### src/hw/rtl/scc_pkg.sv
// Shared types, register indexes and constants of the stick centre/span calibrator.
// No dependencies; every other file but scc_checker imports this package.
package scc_pkg;

   localparam int RAW_W      = 12;
   localparam int OFF_W      = RAW_W + 1;
   localparam int OUT_W      = 16;
   localparam int DIV_STEPS  = RAW_W + 15;
   localparam int CNT_W      = $clog2(DIV_STEPS);
   localparam int CSR_IDX_W  = 3;

   localparam logic [DIV_STEPS-1:0] AXIS_FULL     = DIV_STEPS'(32767);
   localparam logic [DIV_STEPS-1:0] AXIS_FULL_NEG = DIV_STEPS'(32768);
   localparam logic [OUT_W-1:0]     OUT_MAX       = 16'sh7FFF;
   localparam logic [3:0]           NIBBLE_MASK   = 4'hF;

   typedef logic [CSR_IDX_W-1:0] csr_index_type;

   localparam csr_index_type REG_CENTER_X    = 3'd0;
   localparam csr_index_type REG_CENTER_Y    = 3'd1;
   localparam csr_index_type REG_REACH_RIGHT = 3'd2;
   localparam csr_index_type REG_REACH_UP    = 3'd3;
   localparam csr_index_type REG_REACH_LEFT  = 3'd4;
   localparam csr_index_type REG_REACH_DOWN  = 3'd5;

   localparam logic [RAW_W-1:0] CENTER_RESET = 12'd2048;
   localparam logic [RAW_W-1:0] REACH_RESET  = 12'd2047;

   typedef struct packed {
      logic [RAW_W-1:0] center_x;
      logic [RAW_W-1:0] center_y;
      logic [RAW_W-1:0] reach_right;
      logic [RAW_W-1:0] reach_up;
      logic [RAW_W-1:0] reach_left;
      logic [RAW_W-1:0] reach_down;
   } cal_cfg_type;

   typedef struct packed {
      logic [RAW_W-1:0] mag;
      logic             off_neg;
      logic [RAW_W-1:0] reach;
   } axis_job_type;

   typedef struct packed {
      axis_job_type x;
      axis_job_type y;
      logic         x_changed;
      logic         y_changed;
   } job_type;

   typedef enum logic [2:0] {
      BK_IDLE = 3'b001,
      BK_DIV  = 3'b010,
      BK_OUT  = 3'b100
   } back_state_type;

   function automatic logic [DIV_STEPS-1:0] scaled_dividend(input logic [RAW_W-1:0] mag);
      logic [DIV_STEPS-1:0] wide;
      wide = DIV_STEPS'(mag);
      return (wide << 15) - wide;
   endfunction

   function automatic logic [OUT_W-1:0] scale_finish(input logic [DIV_STEPS-1:0] quo,
                                                    input axis_job_type   job,
                                                    input logic           neg_out);
      logic [DIV_STEPS-1:0] q;
      logic [DIV_STEPS-1:0] cap;
      logic [OUT_W-1:0]     res;
      cap = job.off_neg ? AXIS_FULL_NEG : AXIS_FULL;
      q   = quo;
      if (job.reach == '0)
         q = (job.mag == '0) ? '0 : cap;
      else if (q > cap)
         q = cap;
      if (neg_out)
         res = OUT_W'(16'd0 - q[OUT_W-1:0]);
      else if (q >= AXIS_FULL)
         res = OUT_MAX;
      else
         res = q[OUT_W-1:0];
      return res;
   endfunction

endpackage

### src/hw/rtl/scc_if.sv


interface scc_rsp_if;
   logic               valid;
   logic               ready;
   logic signed [15:0] x_out;
   logic signed [15:0] y_out;
   logic               x_changed;
   logic               y_changed;
   modport source (output valid, x_out, y_out, x_changed, y_changed, input ready);
   modport sink   (input valid, x_out, y_out, x_changed, y_changed, output ready);
endinterface


### src/hw/rtl/scc_back.sv
// Back end: shared restoring divider over both axes, saturation and the result register.
// Depends on scc_pkg and scc_if.
module scc_back import scc_pkg::*; (
   input  logic    clock,
   input  logic    reset,
   input  job_type head,
   input  logic    q_empty,
   output logic    q_pop,
   scc_rsp_if.source rsp
);

   back_state_type       state_ff, state_in;
   logic                 axis_ff, axis_in;
   logic [CNT_W-1:0]     cnt_ff, cnt_in;
   logic [RAW_W-1:0]     rem_ff, rem_in;
   logic [DIV_STEPS-1:0] quo_ff, quo_in;
   logic [OUT_W-1:0]     x_res_ff, x_res_in;
   logic [OUT_W-1:0]     y_res_ff, y_res_in;
   logic                 rsp_valid_ff, rsp_valid_in;
   logic [OUT_W-1:0]     rsp_x_ff, rsp_x_in;
   logic [OUT_W-1:0]     rsp_y_ff, rsp_y_in;
   logic                 rsp_xc_ff, rsp_xc_in;
   logic                 rsp_yc_ff, rsp_yc_in;
   axis_job_type         cur;
   logic [RAW_W:0]       trial;
   logic                 ge;
   logic [RAW_W:0]       diff;

   assign rsp.valid     = rsp_valid_ff;
   assign rsp.x_out     = rsp_x_ff;
   assign rsp.y_out     = rsp_y_ff;
   assign rsp.x_changed = rsp_xc_ff;
   assign rsp.y_changed = rsp_yc_ff;

   always_comb begin
      cur          = axis_ff ? head.y : head.x;
      trial        = {rem_ff, quo_ff[DIV_STEPS-1]};
      ge           = trial >= {1'b0, cur.reach};
      diff         = trial - {1'b0, cur.reach};
      state_in     = state_ff;
      axis_in      = axis_ff;
      cnt_in       = cnt_ff;
      rem_in       = rem_ff;
      quo_in       = quo_ff;
      x_res_in     = x_res_ff;
      y_res_in     = y_res_ff;
      rsp_valid_in = rsp_valid_ff && !rsp.ready;
      rsp_x_in     = rsp_x_ff;
      rsp_y_in     = rsp_y_ff;
      rsp_xc_in    = rsp_xc_ff;
      rsp_yc_in    = rsp_yc_ff;
      q_pop        = 1'b0;
      case (state_ff)
         BK_IDLE: begin
            if (!q_empty) begin
               axis_in  = 1'b0;
               cnt_in   = '0;
               rem_in   = '0;
               quo_in   = scaled_dividend(head.x.mag);
               state_in = BK_DIV;
            end
         end
         BK_DIV: begin
            rem_in = ge ? diff[RAW_W-1:0] : trial[RAW_W-1:0];
            quo_in = {quo_ff[DIV_STEPS-2:0], ge};
            cnt_in = cnt_ff + 1'b1;
            if (cnt_ff == CNT_W'(DIV_STEPS - 1)) begin
               if (!axis_ff) begin
                  x_res_in = scale_finish(quo_in, cur, cur.off_neg);
                  axis_in  = 1'b1;
                  cnt_in   = '0;
                  rem_in   = '0;
                  quo_in   = scaled_dividend(head.y.mag);
               end else begin
                  y_res_in = scale_finish(quo_in, cur, !cur.off_neg);
                  state_in = BK_OUT;
               end
            end
         end
         BK_OUT: begin
            if (!rsp_valid_ff || rsp.ready) begin
               rsp_valid_in = 1'b1;
               rsp_x_in     = x_res_ff;
               rsp_y_in     = y_res_ff;
               rsp_xc_in    = head.x_changed;
               rsp_yc_in    = head.y_changed;
               q_pop        = 1'b1;
               state_in     = BK_IDLE;
            end
         end
         default: begin
            state_in = BK_IDLE;
         end
      endcase
   end

   always_ff @(posedge clock) begin
      axis_ff  <= axis_in;
      cnt_ff   <= cnt_in;
      rem_ff   <= rem_in;
      quo_ff   <= quo_in;
      x_res_ff <= x_res_in;
      y_res_ff <= y_res_in;
      rsp_x_ff  <= rsp_x_in;
      rsp_y_ff  <= rsp_y_in;
      rsp_xc_ff <= rsp_xc_in;
      rsp_yc_ff <= rsp_yc_in;
   end

   always_ff @(posedge clock) begin
      if (reset) begin
         state_ff     <= BK_IDLE;
         rsp_valid_ff <= 1'b0;
      end else begin
         state_ff     <= state_in;
         rsp_valid_ff <= rsp_valid_in;
      end
   end

endmodule

### src/flat_wrapper.sv
// flat-port wrapper written by rule: the top's interface ports become plain ports
module scc_back_flat import scc_pkg::*;
  (clock, reset, head, q_empty, q_pop, rsp_valid, rsp_x_out, rsp_y_out, rsp_x_changed, rsp_y_changed, rsp_ready);
  scc_rsp_if rsp_i ();
  input  logic clock;
  input  logic reset;
  input  job_type head;
  input  logic q_empty;
  output logic q_pop;
  output wire logic [$bits(rsp_i.valid)-1:0] rsp_valid;
  output wire logic [$bits(rsp_i.x_out)-1:0] rsp_x_out;
  output wire logic [$bits(rsp_i.y_out)-1:0] rsp_y_out;
  output wire logic [$bits(rsp_i.x_changed)-1:0] rsp_x_changed;
  output wire logic [$bits(rsp_i.y_changed)-1:0] rsp_y_changed;
  input wire logic [$bits(rsp_i.ready)-1:0] rsp_ready;
  assign rsp_valid = rsp_i.valid;
  assign rsp_x_out = rsp_i.x_out;
  assign rsp_y_out = rsp_i.y_out;
  assign rsp_x_changed = rsp_i.x_changed;
  assign rsp_y_changed = rsp_i.y_changed;
  assign rsp_i.ready = rsp_ready;
  scc_back u_core (.clock(clock), .reset(reset), .head(head), .q_empty(q_empty), .q_pop(q_pop), .rsp(rsp_i));
endmodule
### config.mk
export PLATFORM = sky130hd
export DESIGN_NAME = scc_back_flat
export DESIGN_NICKNAME = d
export VERILOG_FILES = /design/src/hw/rtl/scc_pkg.sv /design/src/hw/rtl/scc_if.sv /design/src/hw/rtl/scc_back.sv /design/src/flat_wrapper.sv
export SDC_FILE = /design/constraint.sdc
export NUM_CORES = 1
export LEC_CHECK = 0
export ABC_AREA = 1
export BUFFER_PORTS_ARGS = -buffer_cell sky130_fd_sc_hd__clkbuf_2
export CELL_PAD_IN_SITES_DETAIL_PLACEMENT = 0
export CELL_PAD_IN_SITES_GLOBAL_PLACEMENT = 1
export CORE_UTILIZATION = 40
export CTS_CLUSTER_SIZE = 20
export DETAILED_ROUTE_END_ITERATION = 12
export PLACE_DENSITY_LB_ADDON = 0.12
export SLEW_MARGIN = 20
export SYNTH_ARGS = -nofsm -noshare
export SYNTH_HDL_FRONTEND = slang
export SYNTH_SLANG_ARGS = --single-unit
### constraint.sdc
create_clock -name clock -period 4.3 [get_ports clock]
set_input_delay 0.43 -clock clock [delete_from_list [all_inputs] [get_ports clock]]
set_output_delay 0.43 -clock clock [all_outputs]
set_load 0.02 [all_outputs]
==> impl_metrics.py <==
metrics = {
    "clock_network": {
        "clkLatencyLatePin_ns": 0.42,
        "clk_pin_slew_worst_paths_ns": 0.06,
        "cts-hold-fix-buffers": 0,
        "cts_tree": "built",
        "cts_root_buffer": "clkbuf_16",
        "clock_path_buffers": 2,
        "numCtsBuffers": 17,
        "cts.htree.levels": 4,
        "cts.sinks": 115,
    },
    "power": {
        "combPwrFrac_pct": 45.1,
        "p_total_mw": 6.25,
        "power_switching_share_pct": 40.1,
        "p_per_area_nw_per_um2": 664,
        "power_frac_clock_pct": 25.9,
        "p_leak_nw": 4.13,
        "internal-power_mw": 3.75,
        "p_seq_share_pct": 29.0,
        "switchingPower_mw": 2.51,
        "ir_drop_mv": 0.323,
    },
    "yosys": {
        "synth_adder_area_share_pct": 5.87,
        "syn_inst": 891,
        "yosys.area.top_type_share_pct": 43.9,
        "synth_cell_types": 53,
        "syn_area_um2": 7590,
        "synth_most_common_cell": "nand2_1",
        "synthXorXnorAreaFrac_pct": 2.65,
        "synth_edf_count": 111,
        "yosys_warnings": 0,
        "synth_common_cells": "231 x nand2_1, 111 x edfxtp_1, 91 x inv_1",
        "yosys.area_share.simple_pct": 28.4,
        "syn_area_per_cell_um2": 8.52,
        "synth_top_family_by_area": "simple AND/OR/NAND/NOR gates",
        "synth-seq-cells": 115,
        "syn-num-nets": 982,
        "synth_top_cell_by_area": "edfxtp_1",
        "synth_mux_area_share_pct": 0.840,
        "synth-compound-area-share_pct": 10.2,
        "async_flop_share_pct": 0,
        "synth_ff_type": "edfxtp_1",
        "synth.area.top_cells": "edfxtp_1 44%, nand2_1 11%, ha_1 5.6%",
        "seq_area_frac_synth_pct": 45.0,
    },
    "floorplanning": {
        "dieArea_um2": 19500,
        "io_pins": 92,
        "start_util_pct": 40.7,
        "die_y_um": 140,
        "core_region_area_um2": 18600,
        "die_x_um": 140,
        "core.rowCount": 50,
    },
    "timing": {
        "fmax_mhz": 247,
        "whs_ns": 0.181,
        "fin_ws_ns": 0.259,
        "max_slew_margin_pct": 46.7,
        "fin_skew_ns": 0.0114,
        "rsz0062_at_grt": "true",
        "setup_viol": 0,
        "slew_viol_final": 0,
        "finalCritPeriodShare_pct": 94.0,
        "hold_violations": 0,
        "tightest_slew_ns": 0.798,
        "period_needed_ns": 4.04,
    },
    "cells_and_area": {
        "seqCellArea_um2": 3410,
        "area_growth_syn_to_layout_pct": 24.0,
        "fill_cells": 1823,
        "final_area_um2": 9410,
        "drive_gt1_share_pct": 25.6,
        "antenna_cells": 0,
        "nets": 1106,
        "multi_input_area_um2": 3850,
    },
    "worst_setup_path": {
        "r2r_cells": 28,
        "cpMostUsedCell": "nand2_1",
        "cp.required_ns": 4.45,
        "path_class": "flop to flop",
        "worst-path-max-fanout": 6,
        "endpoint_kind": "flop",
        "startpoint_type": "flop",
        "arrival_ns": 4.19,
        "cp-startpoint": "u_core.axis_ff$_DFFE_PP_",
        "cpMaxStageDelayCell": "edfxtp_1",
        "r2r_end": "u_core.x_res_ff[15]$_DFFE_PP_",
        "crit-reg2reg-launch": "u_core.axis_ff$_DFFE_PP_",
        "critPathMaxStageDelay_ns": 0.43,
        "r2r_setup_slack_ns": 0.26,
        "endpoint": "u_core.x_res_ff[15]$_DFFE_PP_",
    },
    "grt": {
        "grt_util_all_layers_pct": 20.5,
        "grt_antenna_before_repair": 0,
        "grt_busiest_layer": "met2",
        "grt_util_met2_pct": 33.7,
        "grt_remaining_overflow": 0,
        "grt_pass1_vias": 5939,
        "grt_pass1_wl_um": 30900,
        "grt_util_met3_pct": 2.99,
        "grt_max_degree": 34,
        "grtUsageMet1_pct": 27.2,
    },
    "route": {
        "antenna_left": 0,
        "wl_per_cell_um": 15.4,
        "routed_via_density": 5.01,
        "num_vias": 6318,
        "routed_wirelength_um": 19400,
        "first_pass_iters": 5,
        "drt-initial-drc-count": 297,
        "drcViolationCount": 0,
    },
    "worst_hold_path": {
        "hp-class": "input port to flop",
    },
    "placement": {
        "hpwlAfterDp_um": 14300,
        "place_congestion": 0.857,
        "dp_slack_ns": 0.106,
        "dpl-instance-area_um2": 8420,
        "io_buffers": 91,
    },
    "flow_run": {
        "maxCapViolations": 0,
    },
    "run_status": {
        "status": "complete, no violations",
    },
}
-- stage by stage --
stage / utilization (%) / TNS, ns / std cells
final: 50.5 / 0 / 1262
after global placement: 45.1 / 0 / 1216
after floorplan: - / 0 / 891
after global routing: 50.5 / -0.506 / 1262
after CTS: 48.7 / 0 / 1248
after detailed placement: 45.1 / 0 / 1216
-- worst max-delay path: cells and delay by family, from the launching register on --
family / cells / cell delay, ns
AND/OR/NAND/NOR: 21 / 2.09
buffers and inverters: 4 / 0.56
adder cells (fa/ha/maj): 2 / 0.52
flip-flops: 1 / 0.43
multiplexers: 1 / 0.15
-- layout by cell type, fill, tap and decap left out, drive strengths merged, types with 10 or more instances in the layout --
master  netlist  final
clkbuf        9    109
nand4        13     13
nand2       251    251
xnor2        13     13
nand3        83     83
buf          15     37
nor2         78     78
edfxtp      111    111
nor3         17     17
xor2         10     10
o21ai        53     53
ha           34     34
inv          99    108
a21oi        50     50
-- final cells by class --
cell class                 count  share of cell area [%]
sequential                   115                    36.3
clock buffer                  17                    4.52
tap                          234                    3.11
inverter                     102                    4.13
multi-input combinational    650                    41.0
clock inverter                15                    2.55
timing repair buffer         129                    8.46
-- worst min-delay path by stage --
stage                                        startpoint  slack (ns)  cells past startpoint                        endpoint
after floorplan            u_core.x_res_ff[0]$_DFFE_PP_        0.40                      0   u_core.rsp.x_out[0]$_DFFE_PP_
after global placement    u_core.y_res_ff[11]$_DFFE_PP_        0.40                      0  u_core.rsp.y_out[11]$_DFFE_PP_
after detailed placement  u_core.x_res_ff[11]$_DFFE_PP_        0.40                      0  u_core.rsp.x_out[11]$_DFFE_PP_
after CTS                                       head[0]        0.17                      1  u_core.rsp.y_changed$_DFFE_PP_
after global routing                            head[0]        0.18                      1  u_core.rsp.y_changed$_DFFE_PP_
final                                           head[0]        0.18                      1  u_core.rsp.y_changed$_DFFE_PP_
-- cell families (layout without fill, tap and decap cells) --
kind of cell | after synthesis | after routing
DFF | 115 | 115
xor gates and xnor gates | 23 | 23
muxes | 6 | 6
and+or+nand+nor | 455 | 455
buffers and inverters | 126 | 263
adders and majority gates | 35 | 35
AOI/OAI and AO/OA | 131 | 131
-- metal layers --
metal / share of wire, % / vias up
met1: 48 / 2874
met4: 2.0 / 0
li1: - / 3289
met5: 0 / -
met2: 47 / 131
met3: 2.8 / 24
-- power groups by stage --
stage,Sequential [mW],Combinational (mW),Clock (mW)
after global routing,1.84,3.20,1.70
after global placement,1.81,2.59,0
after floorplan,1.76,1.93,0
after detailed placement,1.82,2.57,0
final,1.81,2.82,1.62
after CTS,1.80,2.58,1.64
-- flip-flops by register name, summed over array words and instances (netlist names) --
signal,cells
u_core.rem_ff,12
u_core.y_res_ff,16
u_core.axis_ff,1
u_core.rsp.x_changed,1
u_core.rsp.valid,1
u_core.rsp.y_changed,1
u_core.x_res_ff,16
u_core.rsp.y_out,16
u_core.rsp.x_out,16
u_core.cnt_ff,5
u_core.state_ff,3
u_core.quo_ff,27
-- repair_timing --
action | 4_1_cts | 5_1_grt
buffers inserted | 0 | 13
endpoints found under the setup margin | 0 | 32
gates resized for setup | 0 | 39
Power figures use the tool's default switching activity.
