===== src/hw/rtl/scc_pkg.sv =====
// Shared types, register indexes and constants of the stick centre/span calibrator.
// No dependencies; every other file but scc_checker imports this package.
package scc_pkg;

   localparam int RAW_W      = 12;
   localparam int OFF_W      = RAW_W + 1;
   localparam int OUT_W      = 16;
   localparam int DIV_STEPS  = RAW_W + 15;
   localparam int CNT_W      = $clog2(DIV_STEPS);
   localparam int CSR_IDX_W  = 3;

   localparam logic [DIV_STEPS-1:0] AXIS_FULL     = DIV_STEPS'(32767);
   localparam logic [DIV_STEPS-1:0] AXIS_FULL_NEG = DIV_STEPS'(32768);
   localparam logic [OUT_W-1:0]     OUT_MAX       = 16'sh7FFF;
   localparam logic [3:0]           NIBBLE_MASK   = 4'hF;

   typedef logic [CSR_IDX_W-1:0] csr_index_type;

   localparam csr_index_type REG_CENTER_X    = 3'd0;
   localparam csr_index_type REG_CENTER_Y    = 3'd1;
   localparam csr_index_type REG_REACH_RIGHT = 3'd2;
   localparam csr_index_type REG_REACH_UP    = 3'd3;
   localparam csr_index_type REG_REACH_LEFT  = 3'd4;
   localparam csr_index_type REG_REACH_DOWN  = 3'd5;

   localparam logic [RAW_W-1:0] CENTER_RESET = 12'd2048;
   localparam logic [RAW_W-1:0] REACH_RESET  = 12'd2047;

   typedef struct packed {
      logic [RAW_W-1:0] center_x;
      logic [RAW_W-1:0] center_y;
      logic [RAW_W-1:0] reach_right;
      logic [RAW_W-1:0] reach_up;
      logic [RAW_W-1:0] reach_left;
      logic [RAW_W-1:0] reach_down;
   } cal_cfg_type;

   typedef struct packed {
      logic [RAW_W-1:0] mag;
      logic             off_neg;
      logic [RAW_W-1:0] reach;
   } axis_job_type;

   typedef struct packed {
      axis_job_type x;
      axis_job_type y;
      logic         x_changed;
      logic         y_changed;
   } job_type;

   typedef enum logic [2:0] {
      BK_IDLE = 3'b001,
      BK_DIV  = 3'b010,
      BK_OUT  = 3'b100
   } back_state_type;

   function automatic logic [DIV_STEPS-1:0] scaled_dividend(input logic [RAW_W-1:0] mag);
      logic [DIV_STEPS-1:0] wide;
      wide = DIV_STEPS'(mag);
      return (wide << 15) - wide;
   endfunction

   function automatic logic [OUT_W-1:0] scale_finish(input logic [DIV_STEPS-1:0] quo,
                                                    input axis_job_type   job,
                                                    input logic           neg_out);
      logic [DIV_STEPS-1:0] q;
      logic [DIV_STEPS-1:0] cap;
      logic [OUT_W-1:0]     res;
      cap = job.off_neg ? AXIS_FULL_NEG : AXIS_FULL;
      q   = quo;
      if (job.reach == '0)
         q = (job.mag == '0) ? '0 : cap;
      else if (q > cap)
         q = cap;
      if (neg_out)
         res = OUT_W'(16'd0 - q[OUT_W-1:0]);
      else if (q >= AXIS_FULL)
         res = OUT_MAX;
      else
         res = q[OUT_W-1:0];
      return res;
   endfunction

endpackage


===== src/hw/rtl/scc_queue.sv =====
// Short job queue between the front end and the divider back end.
// Depends on scc_pkg.
module scc_queue import scc_pkg::*; #(
   parameter int DEPTH = 2
) (
   input  logic    clock,
   input  logic    reset,
   input  logic    push,
   input  job_type push_job,
   input  logic    pop,
   output job_type head,
   output logic    empty,
   output logic    full
);

   localparam int PTR_W = $clog2(DEPTH);
   localparam int CNT_W = $clog2(DEPTH + 1);

   job_type             mem [DEPTH];
   logic [PTR_W-1:0]    wr_ptr_ff, wr_ptr_in;
   logic [PTR_W-1:0]    rd_ptr_ff, rd_ptr_in;
   logic [CNT_W-1:0]    count_ff, count_in;

   function automatic logic [PTR_W-1:0] wrap_inc(input logic [PTR_W-1:0] p);
      return (p == PTR_W'(DEPTH - 1)) ? '0 : p + 1'b1;
   endfunction

   assign empty = count_ff == '0;
   assign full  = count_ff == CNT_W'(DEPTH);
   assign head  = mem[rd_ptr_ff];

   always_comb begin
      wr_ptr_in = push ? wrap_inc(wr_ptr_ff) : wr_ptr_ff;
      rd_ptr_in = pop ? wrap_inc(rd_ptr_ff) : rd_ptr_ff;
      count_in  = count_ff;
      if (push && !pop)
         count_in = count_ff + 1'b1;
      else if (pop && !push)
         count_in = count_ff - 1'b1;
   end

   always_ff @(posedge clock) begin
      if (push)
         mem[wr_ptr_ff] <= push_job;
   end

   always_ff @(posedge clock) begin
      if (reset) begin
         wr_ptr_ff <= '0;
         rd_ptr_ff <= '0;
         count_ff  <= '0;
      end else begin
         wr_ptr_ff <= wr_ptr_in;
         rd_ptr_ff <= rd_ptr_in;
         count_ff  <= count_in;
      end
   end

endmodule


===== config.mk =====
export PLATFORM = sky130hd
export DESIGN_NAME = scc_queue
export DESIGN_NICKNAME = d
export VERILOG_FILES = /design/src/hw/rtl/scc_pkg.sv /design/src/hw/rtl/scc_queue.sv
export SDC_FILE = /design/constraint.sdc
export NUM_CORES = 1
export LEC_CHECK = 0
export ABC_AREA = 1
export BUFFER_PORTS_ARGS = -buffer_cell sky130_fd_sc_hd__buf_2
export CAP_MARGIN = 20
export CORE_MARGIN = 2
export CORE_UTILIZATION = 52
export CTS_BUF_LIST = sky130_fd_sc_hd__clkbuf_4 sky130_fd_sc_hd__clkbuf_8 sky130_fd_sc_hd__clkbuf_16
export CTS_CLUSTER_DIAMETER = 50
export DETAILED_ROUTE_END_ITERATION = 6
export GPL_TIMING_DRIVEN = 0
export MAX_ROUTING_LAYER = met4
export PLACE_DENSITY = 0.89
export SLEW_MARGIN = 15
export SYNTH_ARGS = -nofsm -noshare
export SYNTH_HDL_FRONTEND = slang
export SYNTH_SLANG_ARGS = --single-unit

===== constraint.sdc =====
create_clock -name clock -period 3.9 [get_ports clock]
set_input_delay 0.195 -clock clock [delete_from_list [all_inputs] [get_ports clock]]
set_output_delay 0.195 -clock clock [all_outputs]
set_load 0.1 [all_outputs]

==> metrics.cfg, run 1 <==
[place]
dpl_cell_area_mm2 = 0.004955
portBuffers = 109
place.detailed.hpwl_um = 4906
gp_congestion = 0.7181
pre_cts_ws_ns = 2.261

[logic_synthesis]
ys_types = 16
synthCells = 195
ys_ff_latch = 109
synthMuxAreaShare_pct = 18.26
synthSimpleGateAreaFrac_pct = 1.448
yosys_warnings = 0
yosysSeqAreaShare_pct = 76.12
avgSynthCellArea_um2 = 21.71
synthAdderAreaFrac_pct = 0.2955
synth_nets = 252
synth-compound-area-share_pct = 0.2364
synth_top_family_by_area = multiplexers
synth_xor_area_share_pct = 0.2069
synth_area_mm2 = 0.004234

[global_route]
globalRoute.totalOverflow = 0
antenna_found_initial = 0
grt_pass1_wl_um = 10490
track_usage_pct = 16.60
grt_max_degree = 34
first_global_vias = 2274

[floorplanning]
start_util_pct = 54.23
die_y_um = 94.24
rows = 32
coreArea_mm2 = 0.007807
die-area_mm2 = 0.008880
ios = 110
die_width_um = 94.24

[sta]
tns_ns = 0
skew_ns = 0.007825
worst_pin_slew_ns = 0.7957
fin_crit_ns = 1.817
timing_hold_violations_final = 0
max-slew-margin-rel_pct = 46.83
setup_ws_ns = 2.083
slew_violations = 0
fmax_mhz = 550.4
fin_crit_sh_pct = 46.59
rsz0062_at_grt = no
setup_viol = 0

[detailed_routing]
drc = 0
drt_iter0_drc = 74
wl_um = 6923
dr.pass1.iters = 4
vias = 2083
via_per_inst = 4.924
drt-wirelength-per-cell_um = 16.37
ant_nets = 0

[finish]
drive_gt1_share_pct = 57.94
multiInputGateArea_um2 = 873.3
fillCellCount = 570
fin_nets = 374
design_area_mm2 = 0.005129
syn_to_final_growth_pct = 21.13
register_area_mm2 = 0.003223
n_antenna_cell = 0

[worst_setup_path]
cp_max_fo = 10
cp_slowest_cell = dfxtp_1
cp.required_ns = 3.70
critPathTopFamily = buffers and inverters
worstPathCellList = buf_6, buf_12, mux2_4, buf_2
path_buf_inv = 3
start_kind = flip-flop
crit_path_end_kind = primary output
slowest_delay_ns = 0.33
path_class = reg -> out
cp.arrival_ns = 1.62

[clocking]
numCtsBuffers = 9
clock_sinks = 109
ctsHoldBuffers = 0
clock_latency_ns = 0.35
cts_setup_buffers = 0
cts_resized = 0
cts_tree = yes
path_clk_slew_ns = 0.10
clk_path_buf_depth = 2
h-tree-depth = 3
cts_root_buf = clkbuf_8

[pwr]
power_density_mw_per_mm2 = 526.5
power_leakage_uw = 0.002070
peakVddDrop_mv = 0.3162

[min_path]
hold_class = in -> reg

[run]
timing.max_cap.violations = 0

[status]
status = completed

worst reg2reg max path, stage by stage (launching register included):
cell	delay [ns]
dfxtp_1	0.36
nor2_4	0.64
buf_12	0.29
cell usage in the layout (no fill, tap or decap), drive strengths merged:
master / netlist / routed
mux2: 52 / 52
clkinv: 0 / 4
nor2: 7 / 7
dfxtp: 5 / 5
buf: 6 / 117
inv: 9 / 10
clkinvlp: 0 / 1
o21ai: 1 / 1
edfxtp: 104 / 104
nand2: 5 / 5
ha: 1 / 1
a21oi: 1 / 1
nor3: 1 / 1
clkbuf: 0 / 9
nand3: 1 / 1
nand4: 1 / 1
xnor2: 1 / 1
where the power goes:
part	internal (uW)	switching, uW	total (uW)
clock network	236	362	597
logic	178	554	732
registers	1350	19.2	1370
worst paths after layout:
| kind | startpoint | endpoint | slack (ns) | depth (start not counted) |
|---|---|---|---|---|
| max | flip-flop | head[5] | 2.08 | 4 |
| min | push_job[14] | mem[0][14]$_DFFE_PP_ | 0.03 | 1 |
| max reg2reg | wr_ptr_ff$_SDFFE_PP0P_ | mem[0][39]$_DFFE_PP_ | 2.31 | 2 |
| min reg2reg | rd_ptr_ff$_SDFFE_PP0P_ | rd_ptr_ff$_SDFFE_PP0P_ | 0.53 | 2 |
cell usage after synthesis (all sizes together):
| library cell | instances | area share, % |
|---|---|---|
| a21oi | 1 | 0.12 |
| buf | 6 | 2.6 |
| dfxtp | 5 | 2.4 |
| edfxtp | 104 | 74 |
| ha | 1 | 0.30 |
| inv | 9 | 0.80 |
| mux2 | 52 | 18 |
| nand2 | 5 | 0.44 |
| nand3 | 1 | 0.12 |
| nand4 | 1 | 0.15 |
| nor2 | 7 | 0.62 |
| nor3 | 1 | 0.12 |
| o21ai | 1 | 0.12 |
| xnor2 | 1 | 0.21 |
logic make-up (layout without fill, tap and decap cells):
logic type | after synthesis | count (layout)
multiplexers | 52 | 52
buffers and inverters | 15 | 141
XOR/XNOR | 1 | 1
adder cells (fa/ha/maj) | 1 | 1
AND/OR/NAND/NOR | 15 | 15
flip-flops | 109 | 109
AO/OA/AOI/OAI | 2 | 2
final cells by class:
type | count | share of cell area (%)
flip-flops and latches | 109 | 62.84
multi-input cells | 71 | 17.03
repair buffers | 111 | 11.42
well taps | 102 | 2.488
clock buffers | 9 | 2.415
plain buffers | 6 | 2.171
clock inverters | 6 | 0.9758
inverters | 9 | 0.6587
registers in the layout, indices dropped and copies added, names as in the netlist, named ones only:
signal	flops
mem	104
count_ff	2
rd_ptr_ff	1
wr_ptr_ff	1
through the flow:
stage | instances | utilization [%] | hold WS (ns) | power (uW)
2_1_floorplan | 195 | - | 0.2674 | 2020
3_3_place_gp | 406 | 62.85 | 0.3821 | 2116
3_5_place_dp | 408 | 63.46 | 0.3872 | 2135
4_1_cts | 423 | 65.69 | 0.009389 | 2722
5_1_grt | 423 | 65.69 | 0.0004963 | 2793
6_report | 423 | 65.69 | 0.02785 | 2700
metal layers:
layer	global-route usage, %	part of all wire [%]
met1	17.17	38
met2	31.49	56
met3	3.130	5.7
met4	5.435	0.52
met5	-	0
(Power assumes the default switching activity.)
==> run 2, diff against run 1 <==
--- a/config.mk
+++ b/config.mk
@@ -9,13 +9,13 @@
 export BUFFER_PORTS_ARGS = -buffer_cell sky130_fd_sc_hd__buf_2
 export CAP_MARGIN = 20
 export CORE_MARGIN = 2
-export CORE_UTILIZATION = 52
+export CORE_UTILIZATION = 47
 export CTS_BUF_LIST = sky130_fd_sc_hd__clkbuf_4 sky130_fd_sc_hd__clkbuf_8 sky130_fd_sc_hd__clkbuf_16
 export CTS_CLUSTER_DIAMETER = 50
 export DETAILED_ROUTE_END_ITERATION = 6
 export GPL_TIMING_DRIVEN = 0
 export MAX_ROUTING_LAYER = met4
-export PLACE_DENSITY = 0.89
+export PLACE_DENSITY = 0.85
 export SLEW_MARGIN = 15
 export SYNTH_ARGS = -nofsm -noshare
 export SYNTH_HDL_FRONTEND = slang
==> constraint.sdc (replaced) <==
create_clock -name clock -period 1.6 [get_ports clock]
set_input_delay 0.08 -clock clock [delete_from_list [all_inputs] [get_ports clock]]
set_output_delay 0.08 -clock clock [all_outputs]
set_load 0.1 [all_outputs]
==> metrics.cfg, run 2 (synthesis results as in run 1) <==
[status]
status = finished, violations left  ; was completed
violations = setup timing

[finish]
n_antenna_cell = 0  ; unchanged
final_common_cell = edfxtp_1  ; was buf_2
largest_register_ffs = 104  ; unchanged
fillCellCount = 488  ; was 570
syn_to_final_growth_pct = 54.43  ; was 21.13%
largest_register = mem  ; unchanged
final_util_pct = 74.98  ; was 65.69%
fin_nets = 432  ; was 374
drive_gt1_share_pct = 50.79  ; was 57.94%
final_cell_mix = edfxtp_1 (104), buf_2 (57), dlygate4sd3_1 (55)  ; was buf_2 (109), edfxtp_1 (104), mux2_4 (50)
reg_top3 = mem (104), count_ff (2)  ; unchanged

[place]
portBuffers = 109  ; unchanged
place.detailed.hpwl_um = 4703  ; was 4906 um
pre_cts_ws_ns = -0.04540  ; was 2.261 ns
gp_congestion = 0.7737  ; was 0.7181

[worst_setup_path]
reg2reg_depth = 3  ; was 2
crit_cells = 4  ; unchanged
critPathTopFamily = buffers and inverters  ; unchanged
crit_top_cell = buf_12
cp.required_ns = 1.52  ; was 3.70 ns
path_buf_inv = 3  ; unchanged
crit_path_end_kind = primary output  ; unchanged
slowest_delay_ns = 0.35  ; was 0.33 ns
start_kind = flip-flop  ; unchanged
path_class = reg -> out  ; unchanged
cp.arrival_ns = 1.52  ; was 1.62 ns
cp_max_fo = 10  ; unchanged
r2r_slack_ns = 0.17  ; was 2.31 ns
worstPathCellList = buf_12, buf_12, mux2_4, buf_12  ; was buf_6, buf_12, mux2_4, buf_2
cp_slowest_cell = dfxtp_2  ; was dfxtp_1

[global_route]
antenna_found_initial = 0  ; unchanged
grt_pass1_wl_um = 13020  ; was 10490 um
globalRoute.totalOverflow = 0  ; unchanged
track_usage_pct = 18.43  ; was 16.60%
grt_max_degree = 30  ; was 34
first_global_vias = 2541  ; was 2274

[clocking]
cts_root_buf = clkbuf_8  ; unchanged
clk_path_buf_depth = 2  ; unchanged
cts_tree = yes  ; unchanged
h-tree-depth = 3  ; unchanged
clock_sinks = 109  ; unchanged
path_clk_slew_ns = 0.09  ; was 0.10 ns
clock_latency_ns = 0.36  ; was 0.35 ns
numCtsBuffers = 9  ; unchanged
cts_setup_buffers = 0  ; unchanged

[sta]
tns_ns = -0.001832  ; was 0 ns
fin_crit_sh_pct = 100.1
max-slew-margin-rel_pct = 65.70  ; was 46.83%
slew_violations = 0  ; unchanged
worst_pin_slew_ns = 0.5133  ; was 0.7957 ns
timing_hold_violations_final = 0  ; unchanged
skew_ns = 0.01284  ; was 0.007825 ns
rsz0062_at_grt = yes  ; was no
fmax_mhz = 624.3
setup_viol = 1  ; was 0
fin_crit_ns = 1.602
setup_ws_ns = -0.001832  ; was 2.083 ns

[detailed_routing]
dr.pass1.iters = 4  ; unchanged
wl_um = 8307  ; was 6923 um
via_per_inst = 4.721  ; was 4.924
drt_iter0_drc = 52  ; was 74
ant_nets = 0  ; unchanged
vias = 2304  ; was 2083
drc = 0  ; unchanged
drt-wirelength-per-cell_um = 17.02  ; was 16.37 um

[floorplanning]
coreArea_mm2 = 0.008721  ; was 0.007807 mm^2
die_y_um = 98.92  ; was 94.24 um
die_width_um = 98.92  ; was 94.24 um
ios = 110  ; unchanged
die-area_mm2 = 0.009784  ; was 0.008880 mm^2
start_util_pct = 48.55  ; was 54.23%
rows = 34  ; was 32

[min_path]
hold_class = in -> reg  ; unchanged
hold_depth = 3  ; was 1

[pwr]
power_density_mw_per_mm2 = 1136  ; was 526.5 mW/mm^2
p_switching_uw = 2417  ; was 935.2 uW
peakVddDrop_mv = 0.6784  ; was 0.3162 mV
clkPwrFrac_pct = 22.3  ; was 22.1%
swShare_pct = 32.55  ; was 34.63%
power_leakage_uw = 0.002610  ; was 0.002070 uW
power_frac_comb_pct = 32.7  ; was 27.1%
pwr-share-seq_pct = 45.0  ; was 50.8%
p_int_uw = 5009  ; was 1765 uW

[run]
timing.max_cap.violations = 0  ; unchanged

==> run 2: changes by cell type in the layout (fill, tap and decap cells not counted), sizes merged <==
cell         change
clkinvlp         +1
buf              +2
clkinv           -2
dlygate4sd3     +55
clkbuf           +1
bufinv           +1
inv              +1
==> run 2: final timing paths <==
path                               start                      to
setup / recovery               flip-flop                head[19]
hold / removal                      push  wr_ptr_ff$_SDFFE_PP0P_
setup reg to reg  wr_ptr_ff$_SDFFE_PP0P_    mem[1][51]$_DFFE_PP_
hold reg to reg   rd_ptr_ff$_SDFFE_PP0P_  rd_ptr_ff$_SDFFE_PP0P_
==> run 2: cell type report <==
cell class,instances,area [um^2],area share [%]
sequential,109,3224,49.31
multi-input combinational,71,880.8,13.47
clock inverter,6,67.56,1.033
timing repair buffer,168,1934,29.58
clock buffer,10,131.4,2.009
tap,108,135.1,2.067
timing repair inverter,1,7.507,0.1148
buffer,6,120.1,1.837
inverter,9,37.54,0.5741
==> run 2: stage by stage <==
step / hold slack (ns) / total power [uW] / instance area (um^2) / instances
after CTS: 0.03015 / 7435 / 6470 / 488
after global placement: 0.2670 / 5161 / 4931 / 412
after detailed placement: 0.2716 / 5219 / 5006 / 415
after floorplan: 0.1524 / 4926 / 4250 / 195
after global routing: 0.09036 / 7696 / 6539 / 488
final: 0.06403 / 7426 / 6539 / 488
==> run 2: power groups by stage <==
stage / Clock (uW) / Sequential, uW / Combinational [uW]
2_1_floorplan: 0 / 3390 / 1530
3_3_place_gp: 0 / 3400 / 1760
3_5_place_dp: 0 / 3400 / 1810
4_1_cts: 1710 / 3340 / 2380
5_1_grt: 1840 / 3360 / 2500
6_report: 1650 / 3340 / 2430
==> run 2: timing repair <==
| item | in CTS | in global routing |
|---|---|---|
| cloned | 2 | 0 |
| pin swaps | 0 | 0 |
| setup endpoints to repair | 81 | 64 |
| hold buffers | 55 | 0 |
| hold endpoints to repair | 108 | 0 |
| resized for setup | 186 | 20 |
==> run 2: routing by layer <==
layer | vias up | routed length [um] | GRT usage [%]
li1 | 1104 | - | -
met1 | 1114 | 3196 | 20.81
met2 | 74 | 4608 | 32.07
met3 | 12 | 368 | 4.255
met4 | 0 | 134 | 6.639
met5 | - | 0 | -
==> run 2: tightest hold or removal path, cell delays in order <==
cell and delay (ns):
buf_2 0.13, nor2_1 0.10, nor3_1 0.07
