`config.mk`:
```
export PLATFORM = sky130hd
export DESIGN_NAME = scc_front_flat
export DESIGN_NICKNAME = d
export VERILOG_FILES = /design/src/hw/rtl/scc_pkg.sv /design/src/hw/rtl/scc_if.sv /design/src/hw/rtl/scc_front.sv /design/src/flat_wrapper.sv
export SDC_FILE = /design/constraint.sdc
export NUM_CORES = 1
export LEC_CHECK = 0
export BUFFER_PORTS_ARGS = -buffer_cell sky130_fd_sc_hd__buf_2
export CAP_MARGIN = 20
export CORE_UTILIZATION = 30
export CTS_CLUSTER_DIAMETER = 50
export DETAILED_ROUTE_END_ITERATION = 8
export PLACE_DENSITY_LB_ADDON = 0.08
export SLEW_MARGIN = 20
export SYNTH_ARGS = -nofsm -noshare
export SYNTH_HDL_FRONTEND = slang
export SYNTH_SLANG_ARGS = --single-unit
```
`constraint.sdc`:
```
create_clock -name clock -period 4.2 [get_ports clock]
set_clock_uncertainty 0.15 [all_clocks]
set_input_delay 0.21 -clock clock [delete_from_list [all_inputs] [get_ports clock]]
set_output_delay 0.21 -clock clock [all_outputs]
set_load 0.03 [all_outputs]
```
`src/hw/rtl/scc_pkg.sv`:
```
// Shared types, register indexes and constants of the stick centre/span calibrator.
// No dependencies; every other file but scc_checker imports this package.
package scc_pkg;

   localparam int RAW_W      = 12;
   localparam int OFF_W      = RAW_W + 1;
   localparam int OUT_W      = 16;
   localparam int DIV_STEPS  = RAW_W + 15;
   localparam int CNT_W      = $clog2(DIV_STEPS);
   localparam int CSR_IDX_W  = 3;

   localparam logic [DIV_STEPS-1:0] AXIS_FULL     = DIV_STEPS'(32767);
   localparam logic [DIV_STEPS-1:0] AXIS_FULL_NEG = DIV_STEPS'(32768);
   localparam logic [OUT_W-1:0]     OUT_MAX       = 16'sh7FFF;
   localparam logic [3:0]           NIBBLE_MASK   = 4'hF;

   typedef logic [CSR_IDX_W-1:0] csr_index_type;

   localparam csr_index_type REG_CENTER_X    = 3'd0;
   localparam csr_index_type REG_CENTER_Y    = 3'd1;
   localparam csr_index_type REG_REACH_RIGHT = 3'd2;
   localparam csr_index_type REG_REACH_UP    = 3'd3;
   localparam csr_index_type REG_REACH_LEFT  = 3'd4;
   localparam csr_index_type REG_REACH_DOWN  = 3'd5;

   localparam logic [RAW_W-1:0] CENTER_RESET = 12'd2048;
   localparam logic [RAW_W-1:0] REACH_RESET  = 12'd2047;

   typedef struct packed {
      logic [RAW_W-1:0] center_x;
      logic [RAW_W-1:0] center_y;
      logic [RAW_W-1:0] reach_right;
      logic [RAW_W-1:0] reach_up;
      logic [RAW_W-1:0] reach_left;
      logic [RAW_W-1:0] reach_down;
   } cal_cfg_type;

   typedef struct packed {
      logic [RAW_W-1:0] mag;
      logic             off_neg;
      logic [RAW_W-1:0] reach;
   } axis_job_type;

   typedef struct packed {
      axis_job_type x;
      axis_job_type y;
      logic         x_changed;
      logic         y_changed;
   } job_type;

   typedef enum logic [2:0] {
      BK_IDLE = 3'b001,
      BK_DIV  = 3'b010,
      BK_OUT  = 3'b100
   } back_state_type;

   function automatic logic [DIV_STEPS-1:0] scaled_dividend(input logic [RAW_W-1:0] mag);
      logic [DIV_STEPS-1:0] wide;
      wide = DIV_STEPS'(mag);
      return (wide << 15) - wide;
   endfunction

   function automatic logic [OUT_W-1:0] scale_finish(input logic [DIV_STEPS-1:0] quo,
                                                    input axis_job_type   job,
                                                    input logic           neg_out);
      logic [DIV_STEPS-1:0] q;
      logic [DIV_STEPS-1:0] cap;
      logic [OUT_W-1:0]     res;
      cap = job.off_neg ? AXIS_FULL_NEG : AXIS_FULL;
      q   = quo;
      if (job.reach == '0)
         q = (job.mag == '0) ? '0 : cap;
      else if (q > cap)
         q = cap;
      if (neg_out)
         res = OUT_W'(16'd0 - q[OUT_W-1:0]);
      else if (q >= AXIS_FULL)
         res = OUT_MAX;
      else
         res = q[OUT_W-1:0];
      return res;
   endfunction

endpackage

```
`src/hw/rtl/scc_if.sv`:
```
// Handshake channels of the stick centre/span calibrator: report, result, register write.
// Depends on scc_pkg.
interface scc_req_if;
   logic       valid;
   logic       ready;
   logic [7:0] byte_lo;
   logic [7:0] byte_mid;
   logic [7:0] byte_hi;
   modport source (output valid, byte_lo, byte_mid, byte_hi, input ready);
   modport sink   (input valid, byte_lo, byte_mid, byte_hi, output ready);
endinterface


```
`src/hw/rtl/scc_front.sv`:
```
// Front end: unpacks the report bytes, tracks last raw values and forms one job per report, one part per axis.
// Depends on scc_pkg and scc_if.
module scc_front import scc_pkg::*; (
   input  logic          clock,
   input  logic          reset,
   scc_req_if.sink       req,
   input  cal_cfg_type   cfg,
   input  logic          q_full,
   output logic          q_push,
   output job_type       q_job
);

   logic [RAW_W-1:0] last_x_ff, last_x_in;
   logic [RAW_W-1:0] last_y_ff, last_y_in;
   logic [RAW_W-1:0] raw_x;
   logic [RAW_W-1:0] raw_y;

   function automatic axis_job_type make_axis(input logic [RAW_W-1:0] raw,
                                              input logic [RAW_W-1:0] centre,
                                              input logic [RAW_W-1:0] reach_pos,
                                              input logic [RAW_W-1:0] reach_neg);
      logic [OFF_W-1:0] off;
      logic [OFF_W-1:0] mag;
      axis_job_type     job;
      off         = {1'b0, raw} - {1'b0, centre};
      mag         = off[OFF_W-1] ? (OFF_W'(0) - off) : off;
      job.off_neg = off[OFF_W-1];
      job.mag     = mag[RAW_W-1:0];
      job.reach   = off[OFF_W-1] ? reach_neg : reach_pos;
      return job;
   endfunction

   assign raw_x     = {req.byte_mid[3:0] & NIBBLE_MASK, req.byte_lo};
   assign raw_y     = {req.byte_hi, req.byte_mid[7:4]};
   assign req.ready = !q_full;
   assign q_push    = req.valid && !q_full;

   always_comb begin
      q_job.x         = make_axis(raw_x, cfg.center_x, cfg.reach_right, cfg.reach_left);
      q_job.y         = make_axis(raw_y, cfg.center_y, cfg.reach_up, cfg.reach_down);
      q_job.x_changed = raw_x != last_x_ff;
      q_job.y_changed = raw_y != last_y_ff;
      last_x_in       = q_push ? raw_x : last_x_ff;
      last_y_in       = q_push ? raw_y : last_y_ff;
   end

   always_ff @(posedge clock) begin
      if (reset) begin
         last_x_ff <= '0;
         last_y_ff <= '0;
      end else begin
         last_x_ff <= last_x_in;
         last_y_ff <= last_y_in;
      end
   end

endmodule

```
`src/flat_wrapper.sv`:
```
// flat-port wrapper written by rule: the top's interface ports become plain ports
module scc_front_flat import scc_pkg::*;
  (clock, reset, cfg, q_full, q_push, q_job, req_valid, req_byte_lo, req_byte_mid, req_byte_hi, req_ready);
  scc_req_if req_i ();
  input  logic clock;
  input  logic reset;
  input  cal_cfg_type cfg;
  input  logic q_full;
  output logic q_push;
  output job_type q_job;
  input wire logic [$bits(req_i.valid)-1:0] req_valid;
  input wire logic [$bits(req_i.byte_lo)-1:0] req_byte_lo;
  input wire logic [$bits(req_i.byte_mid)-1:0] req_byte_mid;
  input wire logic [$bits(req_i.byte_hi)-1:0] req_byte_hi;
  output wire logic [$bits(req_i.ready)-1:0] req_ready;
  assign req_i.valid = req_valid;
  assign req_i.byte_lo = req_byte_lo;
  assign req_i.byte_mid = req_byte_mid;
  assign req_i.byte_hi = req_byte_hi;
  assign req_ready = req_i.ready;
  scc_front u_core (.clock(clock), .reset(reset), .req(req_i), .cfg(cfg), .q_full(q_full), .q_push(q_push), .q_job(q_job));
endmodule
```
==> results of run 1 <==
## Yosys cell counts (3+ instances only)
library cell	count	area, um^2
a31oi_1	6	37.54
dfxtp_1	24	480.5
nand3_1	7	35.03
a211oi_1	5	37.54
or2_1	3	18.77
nor2_1	26	97.59
clkbuf_1	8	30.03
o211ai_1	4	30.03
o2111ai_1	4	35.03
buf_2	4	20.02
nor3_1	4	20.02
xnor2_1	28	245.2
nand2_1	59	221.5
or2_2	3	18.77
mux2_2	24	270.3
inv_1	36	135.1
nor4_1	7	43.79
ha_1	26	325.3
nand2b_1	5	31.28
a21oi_1	45	225.2
a21o_1	3	22.52
o21ai_0	6	30.03
nor2b_1	4	25.02
xor2_1	34	297.8
## cells in the final DEF (no fill, tap or decap), drive strengths merged, types with 3 or more instances in the layout
master   count
mux2        24
dfxtp       24
nor2b        4
a21o         3
o21ai        7
inv         37
nand2b       5
nor3         6
a31oi        6
o2111ai      4
buf        155
o211ai       4
or2          7
a21oi       45
xnor2       28
nor4         7
clkbuf       3
nor2        26
xor2        34
nand2       59
ha          26
a211oi       5
nand3        7
## how the worst min path moves through the flow
stage                                             end  cells after the start
finish               u_core.last_y_ff[0]$_SDFFE_PP0P_                      3
global route         u_core.last_y_ff[0]$_SDFFE_PP0P_                      3
CTS                  u_core.last_x_ff[4]$_SDFFE_PP0P_                      3
detailed placement   u_core.last_x_ff[5]$_SDFFE_PP0P_                      2
global placement     u_core.last_y_ff[1]$_SDFFE_PP0P_                      2
floorplan           u_core.last_x_ff[10]$_SDFFE_PP0P_                      1
## per-layer routing
layer	vias up	global-route usage, %	wire length (um)
met2	81	29.70	4525
met5	-	0	0
li1	1776	-	-
met1	1540	20.95	4232
met3	6	2.041	398
met4	0	2.716	65
## final cells by class
class | instances | share of cell area, %
clock inverters | 1 | 0.7231
well taps | 136 | 4.098
clock buffers | 3 | 0.9943
flip-flops and latches | 24 | 11.57
multi-input cells | 349 | 60.47
inverters | 37 | 3.344
repair buffers | 155 | 18.80
## registers in the layout, indices dropped and copies added, names as in the netlist
name / flops
u_core.last_y_ff: 12
u_core.last_x_ff: 12
## tightest hold or removal path: cells and delay by family
kind / cells / cell delay (ps)
buf+inv: 1 / 120
simple gates: 1 / 50
compound gates: 1 / 50
## power breakdown
| group | internal [mW] | switching (mW) |
|---|---|---|
| Clock | 0.127 | 0.0751 |
| Sequential | 0.238 | 0.00649 |
| Combinational | 0.305 | 0.519 |
## stage by stage
step	instances	instance area (um^2)	hold WS, ps	util [%]
after floorplan	425	3198	129.1	-
after global placement	701	4081	303.5	39.53
after detailed placement	701	4081	310.1	39.53
after CTS	705	4153	50.82	40.23
after global routing	705	4153	58.44	40.23
final	705	4153	53.61	40.23
## kinds of logic after synthesis
group	after synthesis	share of synthesized area, %
xor+xnor	62	16.98
flops	24	15.02
simple gates	133	19.56
fa+ha+maj	28	11.42
compound gates	100	21.21
buf+inv	52	6.729
mux	26	9.077
==> results.sh, run 1 <==
export IMPL_outcome="finished, final reports clean"
export IMPL_startpoint_type="primary input"
export IMPL_post_drt_wl_per_cell_um=13.08
export IMPL_ant_nets=0
export IMPL_grt_max_degree=26
export IMPL_p_total_mw=1.271
export IMPL_nFillCells=1112
export IMPL_gp_congestion=0.8249
export IMPL_cp_slowest_cell="fa_1"
export IMPL_setup_slack_ps=905.3
export IMPL_ys_seq_area_share_pct=15.02
export IMPL_io_buffer_count=153
export IMPL_ys_types=62
export IMPL_crit_path_end="q_job[5]"
export IMPL_die_h_um=105.3
export IMPL_startpoint="req_byte_mid[4]"
export IMPL_ff2ff_setup_slack_ps=3400
export IMPL_rsz0062_at_grt="no"
export IMPL_post_cts_setup_buffers=0
export IMPL_regToRegStartpoint="u_core.last_x_ff[0]$_SDFFE_PP0P_"
export IMPL_nets=698
export IMPL_ys_ff_latch=24
export IMPL_drcViolationCount=0
export IMPL_yosys_warnings=0
export IMPL_grt_usage_pct=16.41
export IMPL_die_area_um2=11080
export IMPL_num_vias=3403
export IMPL_setup_viol=0
export IMPL_synth_area_per_cell_um2=7.525
export IMPL_relSlewSlack_pct=39.23
export IMPL_pre_cts_slack_ps=901.8
export IMPL_path_delay_family="compound AO/OA/AOI/OAI gates"
export IMPL_netlist_area_um2=3198
export IMPL_cp_required_ps=3840
export IMPL_p_leak_nw=2.002
export IMPL_crit_chain="buf_2, inv_1, ha_1, fa_1, and2b_1, o221ai_1, a211oi_1, nor2_1, o21ai_2, buf_4, mux2_2, buf_2"
export IMPL_fin_crit_ps=3295
export IMPL_finalSetupTns_ps=0
export IMPL_cts_tree="built"
export IMPL_reg2reg_depth=2
export IMPL_async_reset_ff_share_pct=0
export IMPL_syn_nets=553
export IMPL_cp_arrival_ps=2930
export IMPL_syn_inst=425
export IMPL_finalHoldViolations=0
export IMPL_endpoint_kind="output pin"
export IMPL_cp_buffers_inverters=4
export IMPL_clk_path_buf_depth=2
export IMPL_wl_um=9221
export IMPL_grt_overflow=0
export IMPL_antenna_found_initial=0
export IMPL_drtIter0Drc=141
export IMPL_critPathMaxFanout=25
export IMPL_h_tree_depth=1
export IMPL_critical_path_max_stage_delay_ps=420
export IMPL_timing_rr_end="u_core.last_x_ff[0]$_SDFFE_PP0P_"
export IMPL_ctsResizeCount=0
export IMPL_core_area_um2=10320
export IMPL_powerDensity_nw_per_um2=306.1
export IMPL_grt_pass1_wl_um=15240
export IMPL_cts_root_buffer="clkbuf_8"
export IMPL_regArea_um2=480.5
export IMPL_synth_flop_cell="dfxtp_1"
export IMPL_clk_insertion_delay_late_ps=270
export IMPL_cts_inserted_buffers=3
export IMPL_rows=37
export IMPL_crit_top_cell="buf_2"
export IMPL_pin_count=154
export IMPL_worst_slew_pin_slew_ps=909.3
export IMPL_hold_path_startpoint="req_byte_mid[4]"
export IMPL_areaGrowthSynthToFinish_pct=29.85
export IMPL_min_period_over_period_pct=78.45
export IMPL_dp_hpwl_um=7629
export IMPL_layout_drive_gt1_share_pct=34.97
export IMPL_dr_pass1_iters=6
export IMPL_multi_input_comb_area_um2=2511
export IMPL_min_path_type="primary input to flip-flop"
export IMPL_fp_dieW_um=105.3
export IMPL_cap_violations=0
export IMPL_vdd_drop_max_uv=167.8
export IMPL_vias_per_cell=4.827
export IMPL_start_util_pct=30.98
export IMPL_grt_pass1_vias=3237
export IMPL_fmax_ghz=0.3035
export IMPL_critPathKind="primary input to output pin"
export IMPL_clock_sinks=24
export IMPL_path_depth=12
export IMPL_finalMaxSlewViolations=0
export IMPL_synth_edf_count=0
export IMPL_diodes=0
export IMPL_ctsHoldBuffers=0
export IMPL_path_clk_slew_ps=80
No activity file was read; power rests on OpenSTA's default activity.
==> run 2, diff against run 1 <==
Settings changed: ABC_AREA from default to 1.
Clock period 4.2 ns to 3.4 ns, I/O delays scaled along.
==> run 2 against run 1 <==
- clock power increased by 24%
- sequential share of layout area decreased by 0.74 points
- worst setup slack got worse by 200 ps
- hold slack got worse by 9.8 ps
- global-route usage increased by 0.21 points
- wire length increased by 12%
- first-iteration DRC count increased by 2.8%
- critical path depth increased by 4
- area after synthesis increased by 8.9%
- critical path type unchanged
- largest cell class unchanged
- largest power group unchanged
- highest routed layer is now met5
==> results.sh, run 2 <==
export IMPL_io_buffer_count=153
export IMPL_min_period_over_period_pct=79.25
export IMPL_pre_cts_slack_ps=694.1
export IMPL_p_leak_nw=2.654
export IMPL_ctsResizeCount=0
export IMPL_synth_top_area_share_pct=27.69
export IMPL_cts_inserted_buffers=3
export IMPL_ant_nets=0
export IMPL_async_reset_ff_share_pct=0
export IMPL_fp_dieW_um=109.8
export IMPL_layout_drive_gt1_share_pct=25.33
export IMPL_netlist_area_um2=3483
export IMPL_dr_pass1_iters=5
export IMPL_start_util_pct=31.44
export IMPL_endpoint_kind="output pin"
export IMPL_critPathMaxFanout=22
export IMPL_post_drt_wl_per_cell_um=11.42
export IMPL_relSlewSlack_pct=54.63
export IMPL_grt_max_degree=29
export IMPL_core_area_um2=11080
export IMPL_post_cts_setup_buffers=0
export IMPL_ys_types=33
export IMPL_nFillCells=1284
export IMPL_mostFrequentLayoutCells="nand2_1, buf_2, inv_1, nor2_1, nand3_1"
export IMPL_yosys_top_cells_area="nand2_1, dfxtp_1, inv_1"
export IMPL_areaGrowthSynthToFinish_pct=27.37
export IMPL_antenna_found_initial=1
export IMPL_synth_area_per_cell_um2=5.600
export IMPL_gp_congestion=0.8010
export IMPL_setup_slack_ps=705.5
export IMPL_diodes=0
export IMPL_cts_tree="built"
export IMPL_cap_violations=0
export IMPL_cts_root_buffer="clkbuf_16"
export IMPL_worst_slew_pin_slew_ps=678.9
export IMPL_dp_hpwl_um=8760
export IMPL_yosysTopAreaCell="nand2_1"
export IMPL_die_h_um=109.8
export IMPL_syn_nets=750
export IMPL_finalSetupTns_ps=0
export IMPL_clk_insertion_delay_late_ps=250
export IMPL_nets=896
export IMPL_syn_inst=622
export IMPL_ctsHoldBuffers=0
export IMPL_reg2reg_depth=2
export IMPL_synth_common_cells="nand2_1, inv_1, nor2_1"
export IMPL_h_tree_depth=1
export IMPL_pin_count=154
export IMPL_rsz0062_at_grt="no"
export IMPL_powerDensity_nw_per_um2=352.5
export IMPL_path_clk_slew_ps=60
export IMPL_grt_usage_pct=16.62
export IMPL_setup_viol=0
export IMPL_min_path_type="primary input to flip-flop"
export IMPL_cp_required_ps=3080
export IMPL_drtIter0Drc=145
export IMPL_reg_largest_list="u_core.last_x_ff: 12 flops, u_core.last_y_ff: 12 flops"
export IMPL_synth_flop_cell="dfxtp_1"
export IMPL_post_route_util_pct=40.05
export IMPL_yosysMostFrequentCell="nand2_1"
export IMPL_grt_pass1_vias=3548
export IMPL_num_vias=4048
export IMPL_clock_sinks=24
export IMPL_ys_seq_area_share_pct=13.79
export IMPL_yosys_warnings=0
export IMPL_startpoint_type="primary input"
export IMPL_ys_ff_latch=24
export IMPL_synth_edf_count=0
export IMPL_grt_pass1_wl_um=16010
export IMPL_finalHoldWorstSlack_ps=43.83
export IMPL_multi_input_comb_area_um2=2562
export IMPL_regArea_um2=480.5
export IMPL_vias_per_cell=4.468
export IMPL_outcome="finished, final reports clean"
export IMPL_clk_path_buf_depth=2
export IMPL_finalMaxSlewViolations=0
export IMPL_finalHoldViolations=0
export IMPL_vdd_drop_max_uv=161.6
export IMPL_fmax_ghz=0.3711
export IMPL_rows=38
export IMPL_cp_arrival_ps=2370
export IMPL_wl_um=10350
export IMPL_whs_path_depth=3
export IMPL_grt_overflow=0
export IMPL_final_common_cell="nand2_1"
export IMPL_critPathKind="primary input to output pin"
export IMPL_drcViolationCount=0
export IMPL_ff2ff_setup_slack_ps=2590
export IMPL_fin_crit_ps=2695
export IMPL_die_area_um2=12050
[run 2: cell count changes in the layout (fill, tap and decap cells not counted), sizes merged, moves of 6 or more]
cell,delta
nor2,+15
mux2,-24
nand4,+9
inv,+60
xor2,-11
xnor2,-11
a21oi,-14
nand3,+30
or2,-7
nand2,+217
a31oi,-6
[run 2: cell type report]
type / count / area share [%]
Clock buffer: 3 / 1.692
Inverter: 98 / 8.347
Multi-Input combinational cell: 487 / 57.76
Sequential cell: 24 / 10.83
Tap cell: 140 / 3.948
Timing Repair Buffer: 154 / 17.43
[run 2: metal layers]
layer / vias to the layer above / global-route usage, % / part of all wire (%) / wire length (um)
met5: - / 0 / 0.097 / 10
li1: 2204 / - / - / -
met4: 2 / 2.571 / 0.73 / 76
met2: 98 / 31.40 / 48 / 5007
met1: 1735 / 20.21 / 46 / 4732
met3: 9 / 2.075 / 5.0 / 520
[run 2: power by group]
part           internal [mW]  total (mW)  switching, mW
Clock                  0.156       0.252         0.0964
Combinational          0.326        1.01          0.682
Sequential             0.295       0.304        0.00896
[run 2: logic make-up (layout without fill, tap and decap cells)]
| family | count (synthesis) | after routing | share of synthesized area (%) |
|---|---|---|---|
| AO/OA/AOI/OAI | 43 | 43 | 7.076 |
| XOR/XNOR | 40 | 40 | 10.06 |
| adder cells (fa/ha/maj) | 28 | 28 | 10.49 |
| buffers and inverters | 111 | 255 | 12.64 |
| flip-flops | 24 | 24 | 13.79 |
| AND/OR/NAND/NOR | 376 | 376 | 45.94 |
[run 2: worst max-delay path, stage by stage]
cell	delay, ps
buf_2	90
inv_1	60
ha_1	220
fa_1	400
inv_1	110
nand2_1	70
nand2_2	100
nand4_2	100
nand2_2	90
nand2_2	60
nand3_4	180
inv_2	220
nand2_1	160
nand3_1	80
nand2_1	60
buf_2	190
[run 2: final timing paths]
kind | startpoint | to
setup / recovery | req_byte_mid[4] | q_job[24]
hold / removal | req_byte_hi[7] | u_core.last_y_ff[11]$_SDFFE_PP0P_
setup reg to reg | u_core.last_x_ff[0]$_SDFFE_PP0P_ | u_core.last_x_ff[0]$_SDFFE_PP0P_
hold reg to reg | u_core.last_y_ff[3]$_SDFFE_PP0P_ | u_core.last_y_ff[3]$_SDFFE_PP0P_
[run 2: through the flow]
stage,area (um^2),std cells,total power [mW]
global placement,4362,903,1.317
CTS,4437,906,1.585
finish,4437,906,1.564
global route,4437,906,1.709
detailed placement,4362,903,1.327
floorplan,3483,622,1.053
==> run 3, diff against run 2 <==
Clock period 3.4 ns to 2.55 ns, I/O delays scaled along.
==> run 3 against run 2 <==
- design area is 2.5% higher
- worst setup slack worse by 570 ps
- register-to-register slack worse by 830 ps
- power is 38% higher
- die area stayed put
- global-route usage is 0.61 points lower
- combinational power is 37% higher
- critical path type unchanged
- largest power group unchanged
- highest routed layer unchanged
==> results.sh, run 3 (synthesis gave the netlist of run 2 again) <==
export IMPL_wl_met1_um=4706
export IMPL_cts_inserted_buffers=3
export IMPL_num_vias=4061
export IMPL_grt_overflow=0
export IMPL_path_clk_slew_ps=60
export IMPL_clk_path_buf_depth=2
export IMPL_grt_pass1_wl_um=15640
export IMPL_relSlewSlack_pct=68.88
export IMPL_worst_slew_pin_slew_ps=466.3
export IMPL_pin_count=154
export IMPL_die_area_um2=12050
export IMPL_setup_viol=0
export IMPL_clock_sinks=24
export IMPL_routed_wl_met3_um=435
export IMPL_reg_largest_list="u_core.last_x_ff: 12 flops, u_core.last_y_ff: 12 flops"
export IMPL_finalHoldWorstSlack_ps=2.163
export IMPL_clk_insertion_delay_late_ps=250
export IMPL_nets=901
export IMPL_dr_pass1_iters=5
export IMPL_areaGrowthSynthToFinish_pct=30.57
export IMPL_drcViolationCount=0
export IMPL_gp_congestion=0.8010
export IMPL_core_area_um2=11080
export IMPL_fin_crit_ps=2418
export IMPL_p_total_mw=2.158
export IMPL_cap_violations=0
export IMPL_outcome="finished, final reports clean"
export IMPL_fp_dieW_um=109.8
export IMPL_cts_tree="built"
export IMPL_cp_arrival_ps=2140
export IMPL_vdd_drop_max_uv=233.6
export IMPL_finalSetupTns_ps=0
export IMPL_grt_max_degree=25
export IMPL_drtIter0Drc=196
export IMPL_ff2ff_setup_slack_ps=1760
export IMPL_finalHoldViolations=0
export IMPL_cts_root_buffer="clkbuf_16"
export IMPL_highest_signal_layer="met5"
export IMPL_diodes=0
export IMPL_ant_nets=0
export IMPL_powerDensity_nw_per_um2=474.4
export IMPL_hold_path_startpoint="req_byte_hi[5]"
export IMPL_wl_um=9955
export IMPL_vias_per_cell=4.453
export IMPL_startpoint="req_byte_lo[0]"
export IMPL_critPathMaxFanout=3
export IMPL_regToRegStartpoint="u_core.last_x_ff[0]$_SDFFE_PP0P_"
export IMPL_ctsHoldBuffers=0
export IMPL_io_buffer_count=153
export IMPL_min_path_type="primary input to flip-flop"
export IMPL_grt_pass1_vias=3590
export IMPL_dp_hpwl_um=8506
export IMPL_final_common_cell="nand2_1"
export IMPL_post_drt_wl_per_cell_um=10.92
export IMPL_grt_usage_pct=16.01
export IMPL_rows=38
export IMPL_h_tree_depth=1
export IMPL_die_h_um=109.8
export IMPL_p_leak_nw=2.684
export IMPL_endpoint_kind="output pin"
export IMPL_mostFrequentLayoutCells="nand2_1, buf_2, inv_1, nor2_1, nand3_1"
export IMPL_whs_path_depth=3
export IMPL_antenna_found_initial=1
export IMPL_reg2reg_depth=2
export IMPL_min_period_over_period_pct=94.84
export IMPL_route_met2_wl_um=4735
export IMPL_start_util_pct=31.44
export IMPL_cp_required_ps=2270
export IMPL_startpoint_type="primary input"
export IMPL_critPathKind="primary input to output pin"
export IMPL_finalMaxSlewViolations=0
export IMPL_post_cts_setup_buffers=0
export IMPL_fmax_ghz=0.4135
export IMPL_layout_drive_gt1_share_pct=27.20
## run 3: changes by cell type in the layout (fill, tap and decap cells not counted), moves of 3 or more
cell | before | now
buf_4 | 1 | 9
buf_2 | 153 | 147
ha_1 | 26 | 22
clkbuf_4 | 0 | 3
ha_2 | 0 | 3
## run 3: stage by stage
| stage | worst slack [ps] | instances | utilization, % | area (um^2) |
|---|---|---|---|---|
| after floorplan | 80.87 | 622 | - | 3483 |
| after global placement | 133.1 | 908 | 39.71 | 4399 |
| after detailed placement | 115.2 | 908 | 39.71 | 4399 |
| after CTS | 104.7 | 912 | 40.51 | 4488 |
| after global routing | -9.746 | 912 | 41.05 | 4548 |
| final | 131.7 | 912 | 41.05 | 4548 |
## run 3: worst max-delay path: stages
cell      delay (ps)
buf_2            100
inv_1             60
ha_2             200
fa_2             590
ha_4             140
inv_1             30
nor2_1           100
nand2_2           80
nor2_2            90
nand2_2          100
o21ai_4          180
nand2_1           70
nand2_1           70
inv_1             40
clkbuf_4         170
## run 3: where the power goes
group	switching [mW]	internal, mW
sequential	0.0116	0.394
combinational	0.914	0.466
clock	0.132	0.240
## run 3: path summary, 6_finish.rpt
path                                 endpoint
max                                 q_job[48]
min          u_core.last_y_ff[9]$_SDFFE_PP0P_
max reg2reg  u_core.last_x_ff[0]$_SDFFE_PP0P_
min reg2reg  u_core.last_y_ff[5]$_SDFFE_PP0P_
## run 3: layer usage
metal	global-route usage (%)	vias to the layer above
met5	0	-
met4	2.571	2
met3	1.956	8
met2	28.98	93
met1	20.48	1743
li1	-	2215
## run 3: repair_timing
action | CTS | global route
gates resized for setup | 0 | 21
endpoints found under the hold margin | 0 | 0
setup endpoints to repair | 0 | 20
## run 3: layout make-up
| type | instances | area [um^2] |
|---|---|---|
| Fill cell | 1292 | 6530 |
| Multi-Input combinational cell | 487 | 2608 |
| Timing Repair Buffer | 159 | 825.8 |
| Sequential cell | 24 | 480.5 |
| Inverter | 98 | 370.4 |
| Tap cell | 140 | 175.2 |
| Clock buffer | 4 | 88.84 |
